===== config.mk =====
export PLATFORM = sky130hd
export DESIGN_NAME = delta_list_task_scheduler
export DESIGN_NICKNAME = d
export VERILOG_FILES = /design/src/hdl/dlts_pkg.sv /design/src/hdl/delta_list_task_scheduler.sv /design/src/hdl/dlts_alu.sv /design/src/hdl/dlts_table.sv
export SDC_FILE = /design/constraint.sdc
export NUM_CORES = 2
export LEC_CHECK = 0
export BUFFER_PORTS_ARGS = -buffer_cell sky130_fd_sc_hd__buf_2
export CORE_ASPECT_RATIO = 1.1
export CORE_MARGIN = 1.5
export CORE_UTILIZATION = 45
export CTS_BUF_LIST = sky130_fd_sc_hd__clkbuf_2
export CTS_CLUSTER_DIAMETER = 50
export DETAILED_ROUTE_END_ITERATION = 16
export HOLD_SLACK_MARGIN = 0.02
export PLACE_DENSITY = 0.67
export SYNTH_ARGS = -nofsm -noshare
export SYNTH_HDL_FRONTEND = slang
export SYNTH_SLANG_ARGS = --single-unit

===== constraint.sdc =====
create_clock -name clk -period 12.4 [get_ports clk]
set_input_delay 2.48 -clock clk [delete_from_list [all_inputs] [get_ports clk]]
set_output_delay 2.48 -clock clk [all_outputs]
set_load 0.02 [all_outputs]

===== src/hdl/dlts_pkg.sv =====
// Shared types, constants and helpers for the delta-list task scheduler.
`default_nettype none
package dlts_pkg;

    // Default size of the task table.
    localparam int MAX_TASKS_DEF = 32;

    // Stored delays are 18-bit signed and saturate at the ends of that range.
    localparam int DELTA_W   = 18;
    localparam int DELTA_MAX = 131071;
    localparam int DELTA_MIN = -131072;

    // Width of the running remainder during an ordered scan. A remainder can
    // collect one stored delay per visited entry, which stays well inside this.
    localparam int REM_W = 26;

    // Most tasks that one dispatch request may report.
    localparam int DISP_CAP = 32;
    localparam int DISP_W   = $clog2(DISP_CAP + 1);

    typedef enum logic [1:0] {
        REQ_TICK = 2'd0,
        REQ_ADD  = 2'd1,
        REQ_DEL  = 2'd2,
        REQ_DISP = 2'd3
    } req_kind_t;

    typedef enum logic [1:0] {
        ST_OK        = 2'd0,
        ST_FULL      = 2'd1,
        ST_NO_HANDLE = 2'd2,
        ST_NOT_FOUND = 2'd3
    } status_t;

    typedef struct packed {
        logic [1:0]  req_type;
        logic [7:0]  task_handle;
        logic [15:0] first_delay;
        logic [15:0] repeat_period;
        logic [15:0] target_id;
    } req_word_t;

    typedef struct packed {
        logic [1:0]  status;
        logic [15:0] assigned_id;
        logic        run_valid;
        logic [7:0]  run_handle;
        logic        last;
    } rsp_word_t;

    // One row of the task table.
    typedef struct packed {
        logic [7:0]         handle;
        logic [DELTA_W-1:0] delta;
        logic [15:0]        period;
        logic [15:0]        ident;
    } entry_t;

    typedef enum logic [4:0] {
        S_IDLE,
        S_TICK_RD,
        S_TICK_WR,
        S_ADD_RD,
        S_ADD_EV,
        S_ADD_FIX,
        S_ADD_SH_RD,
        S_ADD_SH_WR,
        S_ADD_NXT,
        S_ADD_NEW,
        S_DEL_RD,
        S_DEL_EV,
        S_RM_RD,
        S_RM_WR,
        S_DISP_RD,
        S_DISP_EV,
        S_RI_RD,
        S_RI_EV,
        S_RI_HEAD,
        S_RI_FIX,
        S_EMIT
    } state_t;

    // Sign-extend a stored delay to the remainder width.
    function automatic logic [REM_W-1:0] sext_delta(input logic [DELTA_W-1:0] d);
        return {{(REM_W - DELTA_W){d[DELTA_W-1]}}, d};
    endfunction

endpackage
`default_nettype wire


===== src/hdl/delta_list_task_scheduler.sv =====
// Top level of the delta-list task scheduler: sequencer, table and shared ALU.
//
//  channel | direction | handshake              | word
//  req     | in        | req_valid / req_ready  | dlts_pkg::req_word_t
//  rsp     | out       | rsp_valid / rsp_ready  | dlts_pkg::rsp_word_t
//
// Every table access goes through one memory port pair with a registered read,
// and every delay add, subtract or compare through one shared ALU, so a request
// walks the table one entry at a time: a tick reads and rewrites the head entry, an
// add scans past earlier entries and then shifts later ones, a delete scans and
// moves the later entries up. A dispatch moves entries for each task it reports.
// req_ready is high only while the sequencer is idle; a stalled rsp holds the
// sequencer in its output step. Reset clears the control state and the count.
`default_nettype none
module delta_list_task_scheduler #(
    parameter int MAX_TASKS = dlts_pkg::MAX_TASKS_DEF
) (
    input  wire logic             clk,
    input  wire logic             rst_n,
    input  wire logic             req_valid,
    output logic                  req_ready,
    input  dlts_pkg::req_word_t   req,
    output logic                  rsp_valid,
    input  wire logic             rsp_ready,
    output dlts_pkg::rsp_word_t   rsp
);
    localparam int CW = $clog2(MAX_TASKS + 1);
    localparam int AW = $clog2(MAX_TASKS);
    localparam int RW = dlts_pkg::REM_W;
    localparam int DW = dlts_pkg::DELTA_W;
    localparam int NW = dlts_pkg::DISP_W;

    dlts_pkg::state_t    state_reg, state_next;
    logic [CW-1:0]       count_reg, count_next;
    logic [CW-1:0]       idx_reg, idx_next;
    logic [CW-1:0]       sh_reg, sh_next;
    logic [RW-1:0]       rem_reg, rem_next;
    logic [NW-1:0]       ndisp_reg, ndisp_next;
    logic                pend_reg, pend_next;
    logic                fold_reg, fold_next;
    logic                back_reg, back_next;
    logic [15:0]         ident_reg, ident_next;
    dlts_pkg::req_word_t cur_reg, cur_next;
    dlts_pkg::entry_t    hold_reg, hold_next;
    dlts_pkg::entry_t    nxt_reg, nxt_next;
    dlts_pkg::rsp_word_t res_reg, res_next;
    dlts_pkg::rsp_word_t rsp_reg;
    logic                rsp_valid_reg, rsp_valid_next;

    logic [AW-1:0]       rd_addr;
    dlts_pkg::entry_t    rd_data;
    logic                wr_en;
    logic [AW-1:0]       wr_addr;
    dlts_pkg::entry_t    wr_data;

    logic [RW-1:0]       alu_a, alu_b;
    logic                alu_sub;
    logic [RW:0]         alu_sum;
    logic [DW-1:0]       alu_sat;
    logic                alu_gt, alu_eq;

    logic                accept, load, goes, due, match;
    logic [15:0]         per_cmp;
    logic [CW-1:0]       idx_p1, idx_m1, sh_m1;
    dlts_pkg::rsp_word_t res_tail;

    dlts_table #(
        .DEPTH (MAX_TASKS),
        .AW    (AW)
    ) u_table (
        .clk     (clk),
        .rd_addr (rd_addr),
        .rd_data (rd_data),
        .wr_en   (wr_en),
        .wr_addr (wr_addr),
        .wr_data (wr_data)
    );

    dlts_alu u_alu (
        .a   (alu_a),
        .b   (alu_b),
        .sub (alu_sub),
        .sum (alu_sum),
        .sat (alu_sat),
        .gt  (alu_gt),
        .eq  (alu_eq)
    );

    // Decisions shared by the sequencer blocks.
    always_comb
    begin
        accept  = req_valid && req_ready;
        load    = (state_reg == dlts_pkg::S_EMIT) && (!rsp_valid_reg || rsp_ready);
        idx_p1  = idx_reg + 1'b1;
        idx_m1  = idx_reg - 1'b1;
        sh_m1   = sh_reg - 1'b1;
        per_cmp = (state_reg == dlts_pkg::S_ADD_EV) ? cur_reg.repeat_period
                                                    : hold_reg.period;
        goes    = alu_gt || (alu_eq && (per_cmp <= rd_data.period));
        due     = rd_data.delta[DW-1] || (rd_data.delta == '0);
        match   = (rd_data.ident == cur_reg.target_id);
        // Closing word of a dispatch: the held task, or nothing due.
        res_tail.status      = dlts_pkg::ST_OK;
        res_tail.assigned_id = '0;
        res_tail.run_valid   = pend_reg;
        res_tail.run_handle  = pend_reg ? hold_reg.handle : 8'd0;
        res_tail.last        = 1'b1;
    end

    // Next state.
    always_comb
    begin
        state_next = state_reg;
        unique case (state_reg)
            dlts_pkg::S_IDLE:
            begin
                if (accept)
                begin
                    unique case (dlts_pkg::req_kind_t'(req.req_type))
                        dlts_pkg::REQ_TICK:
                            state_next = (count_reg == '0) ? dlts_pkg::S_EMIT
                                                           : dlts_pkg::S_TICK_RD;
                        dlts_pkg::REQ_ADD:
                            state_next = (count_reg >= CW'(MAX_TASKS)
                                          || req.task_handle == 8'd0)
                                         ? dlts_pkg::S_EMIT : dlts_pkg::S_ADD_RD;
                        dlts_pkg::REQ_DEL:
                            state_next = dlts_pkg::S_DEL_RD;
                        dlts_pkg::REQ_DISP:
                            state_next = dlts_pkg::S_DISP_RD;
                        default:
                            state_next = dlts_pkg::S_IDLE;
                    endcase
                end
            end
            dlts_pkg::S_TICK_RD:   state_next = dlts_pkg::S_TICK_WR;
            dlts_pkg::S_TICK_WR:   state_next = dlts_pkg::S_EMIT;
            dlts_pkg::S_ADD_RD:
                state_next = (idx_reg == count_reg) ? dlts_pkg::S_ADD_NEW
                                                    : dlts_pkg::S_ADD_EV;
            dlts_pkg::S_ADD_EV:
                state_next = goes ? dlts_pkg::S_ADD_RD : dlts_pkg::S_ADD_FIX;
            dlts_pkg::S_ADD_FIX:   state_next = dlts_pkg::S_ADD_SH_RD;
            dlts_pkg::S_ADD_SH_RD:
                state_next = (sh_reg > idx_p1) ? dlts_pkg::S_ADD_SH_WR
                                               : dlts_pkg::S_ADD_NXT;
            dlts_pkg::S_ADD_SH_WR: state_next = dlts_pkg::S_ADD_SH_RD;
            dlts_pkg::S_ADD_NXT:   state_next = dlts_pkg::S_ADD_NEW;
            dlts_pkg::S_ADD_NEW:   state_next = dlts_pkg::S_EMIT;
            dlts_pkg::S_DEL_RD:
                state_next = (idx_reg == count_reg) ? dlts_pkg::S_EMIT
                                                    : dlts_pkg::S_DEL_EV;
            dlts_pkg::S_DEL_EV:
                state_next = match ? dlts_pkg::S_RM_RD : dlts_pkg::S_DEL_RD;
            dlts_pkg::S_RM_RD:
            begin
                if (idx_p1 < count_reg)
                begin
                    state_next = dlts_pkg::S_RM_WR;
                end
                else if (cur_reg.req_type == dlts_pkg::REQ_DEL)
                begin
                    state_next = dlts_pkg::S_EMIT;
                end
                else
                begin
                    state_next = dlts_pkg::S_DISP_RD;
                end
            end
            dlts_pkg::S_RM_WR:     state_next = dlts_pkg::S_RM_RD;
            dlts_pkg::S_DISP_RD:
                state_next = (count_reg != '0 && ndisp_reg < NW'(dlts_pkg::DISP_CAP))
                             ? dlts_pkg::S_DISP_EV : dlts_pkg::S_EMIT;
            dlts_pkg::S_DISP_EV:
            begin
                if (!due || pend_reg)
                begin
                    state_next = dlts_pkg::S_EMIT;
                end
                else if (rd_data.period != 16'd0)
                begin
                    state_next = dlts_pkg::S_RI_RD;
                end
                else
                begin
                    state_next = dlts_pkg::S_RM_RD;
                end
            end
            dlts_pkg::S_RI_RD:
                state_next = (idx_reg < count_reg) ? dlts_pkg::S_RI_EV
                                                   : dlts_pkg::S_RI_HEAD;
            dlts_pkg::S_RI_EV:
                state_next = goes ? dlts_pkg::S_RI_RD : dlts_pkg::S_RI_HEAD;
            dlts_pkg::S_RI_HEAD:
                state_next = (idx_reg < count_reg) ? dlts_pkg::S_RI_FIX
                                                   : dlts_pkg::S_DISP_RD;
            dlts_pkg::S_RI_FIX:    state_next = dlts_pkg::S_DISP_RD;
            dlts_pkg::S_EMIT:
            begin
                if (load)
                begin
                    state_next = back_reg ? dlts_pkg::S_DISP_RD : dlts_pkg::S_IDLE;
                end
            end
            default:               state_next = dlts_pkg::S_IDLE;
        endcase
    end

    // Memory port and ALU operand selection.
    always_comb
    begin
        req_ready = (state_reg == dlts_pkg::S_IDLE);
        rd_addr   = idx_reg[AW-1:0];
        wr_en     = 1'b0;
        wr_addr   = idx_reg[AW-1:0];
        wr_data   = rd_data;
        alu_a     = rem_reg;
        alu_b     = dlts_pkg::sext_delta(rd_data.delta);
        alu_sub   = 1'b1;
        unique case (state_reg)
            dlts_pkg::S_TICK_RD,
            dlts_pkg::S_DISP_RD:
            begin
                rd_addr = '0;
            end
            dlts_pkg::S_TICK_WR:
            begin
                alu_a         = dlts_pkg::sext_delta(rd_data.delta);
                alu_b         = {{(RW - 1){1'b0}}, 1'b1};
                wr_en         = 1'b1;
                wr_addr       = '0;
                wr_data.delta = alu_sat;
            end
            dlts_pkg::S_ADD_FIX:
            begin
                alu_a = dlts_pkg::sext_delta(nxt_reg.delta);
                alu_b = rem_reg;
            end
            dlts_pkg::S_ADD_SH_RD:
            begin
                rd_addr = sh_m1[AW-1:0];
            end
            dlts_pkg::S_ADD_SH_WR:
            begin
                wr_en   = 1'b1;
                wr_addr = sh_reg[AW-1:0];
            end
            dlts_pkg::S_ADD_NXT:
            begin
                wr_en   = 1'b1;
                wr_addr = idx_p1[AW-1:0];
                wr_data = nxt_reg;
            end
            dlts_pkg::S_ADD_NEW:
            begin
                alu_b          = '0;
                alu_sub        = 1'b0;
                wr_en          = 1'b1;
                wr_data.handle = cur_reg.task_handle;
                wr_data.delta  = alu_sat;
                wr_data.period = cur_reg.repeat_period;
                wr_data.ident  = ident_reg;
            end
            dlts_pkg::S_RM_RD:
            begin
                rd_addr = idx_p1[AW-1:0];
            end
            dlts_pkg::S_RM_WR:
            begin
                alu_a   = dlts_pkg::sext_delta(rd_data.delta);
                alu_b   = dlts_pkg::sext_delta(hold_reg.delta);
                alu_sub = 1'b0;
                wr_en   = 1'b1;
                if (fold_reg)
                begin
                    wr_data.delta = alu_sat;
                end
            end
            dlts_pkg::S_RI_EV:
            begin
                wr_en   = goes;
                wr_addr = idx_m1[AW-1:0];
            end
            dlts_pkg::S_RI_HEAD:
            begin
                alu_b         = '0;
                alu_sub       = 1'b0;
                wr_en         = 1'b1;
                wr_addr       = idx_m1[AW-1:0];
                wr_data       = hold_reg;
                wr_data.delta = alu_sat;
            end
            dlts_pkg::S_RI_FIX:
            begin
                alu_a         = dlts_pkg::sext_delta(nxt_reg.delta);
                alu_b         = rem_reg;
                wr_en         = 1'b1;
                wr_data       = nxt_reg;
                wr_data.delta = alu_sat;
            end
            default:
            begin
                wr_en = 1'b0;
            end
        endcase
    end

    // Working registers of the sequencer.
    always_comb
    begin
        count_next = count_reg;
        idx_next   = idx_reg;
        sh_next    = sh_reg;
        rem_next   = rem_reg;
        ndisp_next = ndisp_reg;
        pend_next  = pend_reg;
        fold_next  = fold_reg;
        back_next  = back_reg;
        ident_next = ident_reg;
        cur_next   = cur_reg;
        hold_next  = hold_reg;
        nxt_next   = nxt_reg;
        res_next   = res_reg;
        unique case (state_reg)
            dlts_pkg::S_IDLE:
            begin
                if (accept)
                begin
                    cur_next             = req;
                    idx_next             = '0;
                    rem_next             = {{(RW - 16){1'b0}}, req.first_delay};
                    ndisp_next           = '0;
                    pend_next            = 1'b0;
                    fold_next            = 1'b1;
                    back_next            = 1'b0;
                    res_next.status      = dlts_pkg::ST_OK;
                    res_next.assigned_id = '0;
                    res_next.run_valid   = 1'b0;
                    res_next.run_handle  = '0;
                    res_next.last        = 1'b1;
                    if (req.req_type == dlts_pkg::REQ_ADD)
                    begin
                        if (count_reg >= CW'(MAX_TASKS))
                        begin
                            res_next.status = dlts_pkg::ST_FULL;
                        end
                        else if (req.task_handle == 8'd0)
                        begin
                            res_next.status = dlts_pkg::ST_NO_HANDLE;
                        end
                    end
                end
            end
            dlts_pkg::S_ADD_EV:
            begin
                if (goes)
                begin
                    rem_next = alu_sum[RW-1:0];
                    idx_next = idx_p1;
                end
                else
                begin
                    nxt_next = rd_data;
                end
            end
            dlts_pkg::S_ADD_FIX:
            begin
                nxt_next.delta = alu_sat;
                sh_next        = count_reg;
            end
            dlts_pkg::S_ADD_SH_WR:
            begin
                sh_next = sh_m1;
            end
            dlts_pkg::S_ADD_NEW:
            begin
                count_next           = count_reg + 1'b1;
                ident_next           = ident_reg + 16'd1;
                res_next.assigned_id = ident_reg;
            end
            dlts_pkg::S_DEL_RD:
            begin
                if (idx_reg == count_reg)
                begin
                    res_next.status = dlts_pkg::ST_NOT_FOUND;
                end
            end
            dlts_pkg::S_DEL_EV:
            begin
                if (match)
                begin
                    hold_next = rd_data;
                end
                else
                begin
                    idx_next = idx_p1;
                end
            end
            dlts_pkg::S_RM_RD:
            begin
                if (!(idx_p1 < count_reg))
                begin
                    count_next = count_reg - 1'b1;
                end
            end
            dlts_pkg::S_RM_WR:
            begin
                fold_next = 1'b0;
                idx_next  = idx_p1;
            end
            dlts_pkg::S_DISP_RD:
            begin
                if (!(count_reg != '0 && ndisp_reg < NW'(dlts_pkg::DISP_CAP)))
                begin
                    res_next  = res_tail;
                    back_next = 1'b0;
                end
            end
            dlts_pkg::S_DISP_EV:
            begin
                if (!due)
                begin
                    res_next  = res_tail;
                    back_next = 1'b0;
                end
                else if (pend_reg)
                begin
                    // Report the held task; another due task follows it.
                    res_next      = res_tail;
                    res_next.last = 1'b0;
                    pend_next     = 1'b0;
                    back_next     = 1'b1;
                end
                else
                begin
                    hold_next  = rd_data;
                    ndisp_next = ndisp_reg + 1'b1;
                    pend_next  = 1'b1;
                    if (rd_data.period != 16'd0)
                    begin
                        rem_next = {{(RW - 16){1'b0}}, rd_data.period};
                        idx_next = {{(CW - 1){1'b0}}, 1'b1};
                    end
                    else
                    begin
                        idx_next  = '0;
                        fold_next = 1'b1;
                    end
                end
            end
            dlts_pkg::S_RI_EV:
            begin
                if (goes)
                begin
                    rem_next = alu_sum[RW-1:0];
                    idx_next = idx_p1;
                end
                else
                begin
                    nxt_next = rd_data;
                end
            end
            default:
            begin
                res_next = res_reg;
            end
        endcase
    end

    // Output register: holds a word until the consumer takes it.
    always_comb
    begin
        if (load)
        begin
            rsp_valid_next = 1'b1;
        end
        else if (rsp_ready)
        begin
            rsp_valid_next = 1'b0;
        end
        else
        begin
            rsp_valid_next = rsp_valid_reg;
        end
    end

    always_ff @(posedge clk or negedge rst_n)
    begin
        if (!rst_n)
        begin
            state_reg     <= dlts_pkg::S_IDLE;
            count_reg     <= '0;
            ident_reg     <= 16'd1;
            ndisp_reg     <= '0;
            pend_reg      <= 1'b0;
            fold_reg      <= 1'b0;
            back_reg      <= 1'b0;
            rsp_valid_reg <= 1'b0;
        end
        else
        begin
            state_reg     <= state_next;
            count_reg     <= count_next;
            ident_reg     <= ident_next;
            ndisp_reg     <= ndisp_next;
            pend_reg      <= pend_next;
            fold_reg      <= fold_next;
            back_reg      <= back_next;
            rsp_valid_reg <= rsp_valid_next;
        end
    end

    // Payload registers need no reset.
    always_ff @(posedge clk)
    begin
        idx_reg  <= idx_next;
        sh_reg   <= sh_next;
        rem_reg  <= rem_next;
        cur_reg  <= cur_next;
        hold_reg <= hold_next;
        nxt_reg  <= nxt_next;
        res_reg  <= res_next;
        if (load)
        begin
            rsp_reg <= res_reg;
        end
    end

    assign rsp_valid = rsp_valid_reg;
    assign rsp       = rsp_reg;

`ifndef SYNTHESIS
    // The table never holds more tasks than it has rows.
    a_count_bound: assert property (@(posedge clk) disable iff (!rst_n)
        count_reg <= CW'(MAX_TASKS))
        else $error("task count exceeds table size");

    // A dispatch never reports more than its cap.
    a_disp_cap: assert property (@(posedge clk) disable iff (!rst_n)
        ndisp_reg <= NW'(dlts_pkg::DISP_CAP))
        else $error("dispatch count exceeds cap");

    // An accepted request always starts work.
    a_accept_busy: assert property (@(posedge clk) disable iff (!rst_n)
        accept |=> (state_reg != dlts_pkg::S_IDLE))
        else $error("accepted request left sequencer idle");

    // A loaded word is presented on the next cycle.
    a_load_valid: assert property (@(posedge clk) disable iff (!rst_n)
        load |=> rsp_valid_reg)
        else $error("loaded response not presented");
`endif
endmodule
`default_nettype wire


===== src/hdl/dlts_alu.sv =====
// Shared add/subtract unit with compare flags and 18-bit saturation.
`default_nettype none
module dlts_alu (
    input  wire logic [dlts_pkg::REM_W-1:0]   a,
    input  wire logic [dlts_pkg::REM_W-1:0]   b,
    input  wire logic                         sub,
    output logic      [dlts_pkg::REM_W:0]     sum,
    output logic      [dlts_pkg::DELTA_W-1:0] sat,
    output logic                              gt,
    output logic                              eq
);
    localparam int RW = dlts_pkg::REM_W;
    localparam int DW = dlts_pkg::DELTA_W;
    localparam logic signed [RW:0] SAT_HI = (RW + 1)'(dlts_pkg::DELTA_MAX);
    localparam logic signed [RW:0] SAT_LO = (RW + 1)'(dlts_pkg::DELTA_MIN);

    logic [RW:0] a_x;
    logic [RW:0] b_x;

    // One adder serves both directions; compare flags come from the difference.
    always_comb
    begin
        a_x = {a[RW-1], a};
        b_x = {b[RW-1], b};
        sum = sub ? (a_x - b_x) : (a_x + b_x);
        eq  = (sum == '0);
        gt  = !sum[RW] && !eq;
    end

    // Saturate the result into the stored delay range.
    always_comb
    begin
        if ($signed(sum) > SAT_HI)
        begin
            sat = SAT_HI[DW-1:0];
        end
        else if ($signed(sum) < SAT_LO)
        begin
            sat = SAT_LO[DW-1:0];
        end
        else
        begin
            sat = sum[DW-1:0];
        end
    end
endmodule
`default_nettype wire


===== src/hdl/dlts_table.sv =====
// Task table memory: one write port and one registered read port.
`default_nettype none
module dlts_table #(
    parameter int DEPTH = dlts_pkg::MAX_TASKS_DEF,
    parameter int AW    = $clog2(dlts_pkg::MAX_TASKS_DEF)
) (
    input  wire logic            clk,
    input  wire logic [AW-1:0]   rd_addr,
    output dlts_pkg::entry_t     rd_data,
    input  wire logic            wr_en,
    input  wire logic [AW-1:0]   wr_addr,
    input  dlts_pkg::entry_t     wr_data
);
    dlts_pkg::entry_t mem [DEPTH];

    // Write port.
    always_ff @(posedge clk)
    begin
        if (wr_en)
        begin
            mem[wr_addr] <= wr_data;
        end
    end

    // Read port, registered: data follows the address in the next cycle.
    always_ff @(posedge clk)
    begin
        rd_data <= mem[rd_addr];
    end
endmodule
`default_nettype wire


==> results.toml <==
[status]
outcome = "complete, no violations"

[drt]
firstDrtPassIters = 8
drcViolationCount = 0
antenna_left = 0
vias = 62510
wl_per_cell_um = 24.33
drt_iter0_drc = 7655
wl_mm = 259.0
avgViaCountPerCell = 5.871

[synthesis]
syn_nets = 7366
yosysSeqAreaShare = 0.7121
synth_edf_count = 2108
synth_area_per_cell_sq_um = 12.70
yosysTopAreaCellShare = 0.6894
ys_types = 91
syn_area_sq_um = 91820
ys_seq_elements = 2203
ys_warn_count = 0
async_flop_share = 0.01680
syn_inst = 7232
yosysTopAreaCell = "edfxtp_1"
ys_top_cells_by_area = "edfxtp_1 (69%), nand2_1 (8.4%), and3_1 (2.5%)"
ys.flop_type = "edfxtp_1"

[clock_network]
ctsHtreeMaxLevel = 6
cts_setup_buffers = 0
cts_sinks = 2203
clockBufferDepth = 4
cts.clk_slew.worst_paths_ps = 100
cts_buffers = 546
cts.repair.resized = 0
tritoncts = "yes"
cts_root_buf = "clkbuf_2"
clk_latency_ps = 1900
hold_buffers = 0

[hold_path]
min_path_type = "reg2reg"

[setup_path]
path_buf_inv = 4
crit_type = "reg2reg"
crit_path_end_kind = "flop"
cp-start-kind = "flop"
arrival_ps = 10810
path_common_cell = "buf_4"
crit_chain = "and3b_1, o211a_2, buf_4, a221o_1, a21oi_1, and4_1, nand3_1, or3_1, o21ai_0, xnor2_1, ha_1, a21oi_1, o211ai_1, a211oi_1, and4_4, o31ai_4, xnor2_1, xor2_2, buf_4, or3_4, buf_4, a21oi_4, buf_4"
worstPathRequired_ps = 13770
worst_path_max_delay_cell = "buf_4"
path_delay_family = "compound AO/OA/AOI/OAI gates"
cp_slowest_stage_delay_ps = 810
worst-path-max-fanout = 51

[layout]
layout_common_cells = "edfxtp_1 (2,108), nand2_1 (2,041), clkbuf_2 (818)"
drive_gt1_frac = 0.1574
largest_reg_flops = 1856
top_register = "u_table.mem"
area_delta_synth_final_pct = 9.616
layout.nets = 7674
fillers = 17490
final_common_cell = "edfxtp_1"

[timing]
min_period_ps = 9445
tightestPinTransition_ps = 1327
clock_skew_ps = 169.8
max_freq_mhz = 105.9
slew_viol_final = 0
rsz0062_at_grt = "false"
max_slew_margin = 0.1150
finalHoldViolations = 0
period_share = 0.7617
finalSetupViolations = 0
fin_setup_tns_ps = 0

[die]
die_w_um = 433.7
core_region_area_sq_um = 202400
rows = 173
die_h_um = 476.8
die_area_sq_um = 206800
boundaryPins = 92
start_util = 0.4537

[grt]
grt_max_degree = 177
grt_pass1_vias = 60610
antenna_found_initial = 10
gr-total-overflow = 0
gr-usage-all-layers = 0.2458
grt_pass1_wl_mm = 384.4

[flow_run]
drv_cap = 0

[placed_design]
io_buffers = 91
gp_congestion = 0.9034
place_hpwl_mm = 150.0
[cell type report]
| cell class | instances | area (sq um) | area share |
|---|---|---|---|
| flip-flops and latches | 2203 | 65390 | 0.6496 |
| multi-input cells | 4472 | 25140 | 0.2497 |
| clock buffers | 818 | 4094 | 0.04067 |
| well taps | 2712 | 3393 | 0.03371 |
| repair buffers | 257 | 1852 | 0.01840 |
| clock inverters | 115 | 538.0 | 0.005345 |
| inverters | 60 | 225.2 | 0.002238 |
| diodes | 10 | 25.02 | 0.0002486 |
[synth_stat cells, types with 7 or more instances]
master and n:
mux2i_1 21, a21o_1 88, nor2_1 136, o21a_1 14, nand2b_1 12, buf_1 31, nor3_1 37, nand4_1 22
a221oi_1 26, xnor2_1 64, and2_1 35, mux2_2 16, a311oi_1 234, o22ai_1 9, or3_1 11, a21oi_1 166
nor2b_1 12, dfxtp_1 58, a221o_1 13, edfxtp_1 2108, ha_1 70, a22oi_1 65, inv_1 58, a211oi_1 205
o21ai_0 91, a222oi_1 33, and3_1 370, clkbuf_1 414, nand3_1 270, o21ai_1 7, a31oi_1 237, nor4_1 17
xor2_1 27, a32oi_1 15, o211ai_1 9, o21bai_1 7, dfrtp_1 36, buf_2 44, nand2_1 2044
[path summary, 6_finish.rpt]
kind | start | endpoint | slack [ps] | cells after the start
max | state_reg[2] | u_table.mem[7][41] | 2960 | 23
min | res_reg[1] | rsp[1] | 420 | 0
max reg2reg | state_reg[2] | u_table.mem[7][41] | 2960 | 23
min reg2reg | res_reg[1] | rsp[1] | 420 | 0
max in group asynchronous | rst_n | back_reg | 10920 | 1
min in group asynchronous | rst_n | state_reg[1] | 800 | 1
[logic make-up after synthesis]
kind of cell | count (synthesis) | share of synthesized area
and+or+nand+nor | 3009 | 0.1424
DFF | 2203 | 0.7121
AOI/OAI and AO/OA | 1263 | 0.09875
buffers and inverters | 557 | 0.02382
xor gates and xnor gates | 91 | 0.008680
adders and majority gates | 72 | 0.009974
muxes | 37 | 0.004251
[metal layers]
metal | wire length, um | track usage | up-vias
met5 | 0 | 0 | -
met4 | 5526 | 0.07208 | 0
met3 | 25980 | 0.05396 | 355
met2 | 121300 | 0.3833 | 3289
met1 | 106200 | 0.3451 | 30890
li1 | - | - | 27980
[stage by stage]
stage               hold slack, ps  instances  setup WS, ps    util  instance area (sq um)
finish                       416.4      10650          2955  0.4973                 100700
global route                 415.7      10650          2517  0.4973                 100700
CTS                          415.7      10640          2951  0.4972                 100600
detailed placement           404.5       9704          3120  0.4743                  96000
floorplan                    400.3       7232          2319       -                  91820
global placement             404.5       9704          3128  0.4743                  96000
Power is not shown: default switching activity piles up to over one toggle a cycle in this logic, so the estimate is an artifact.
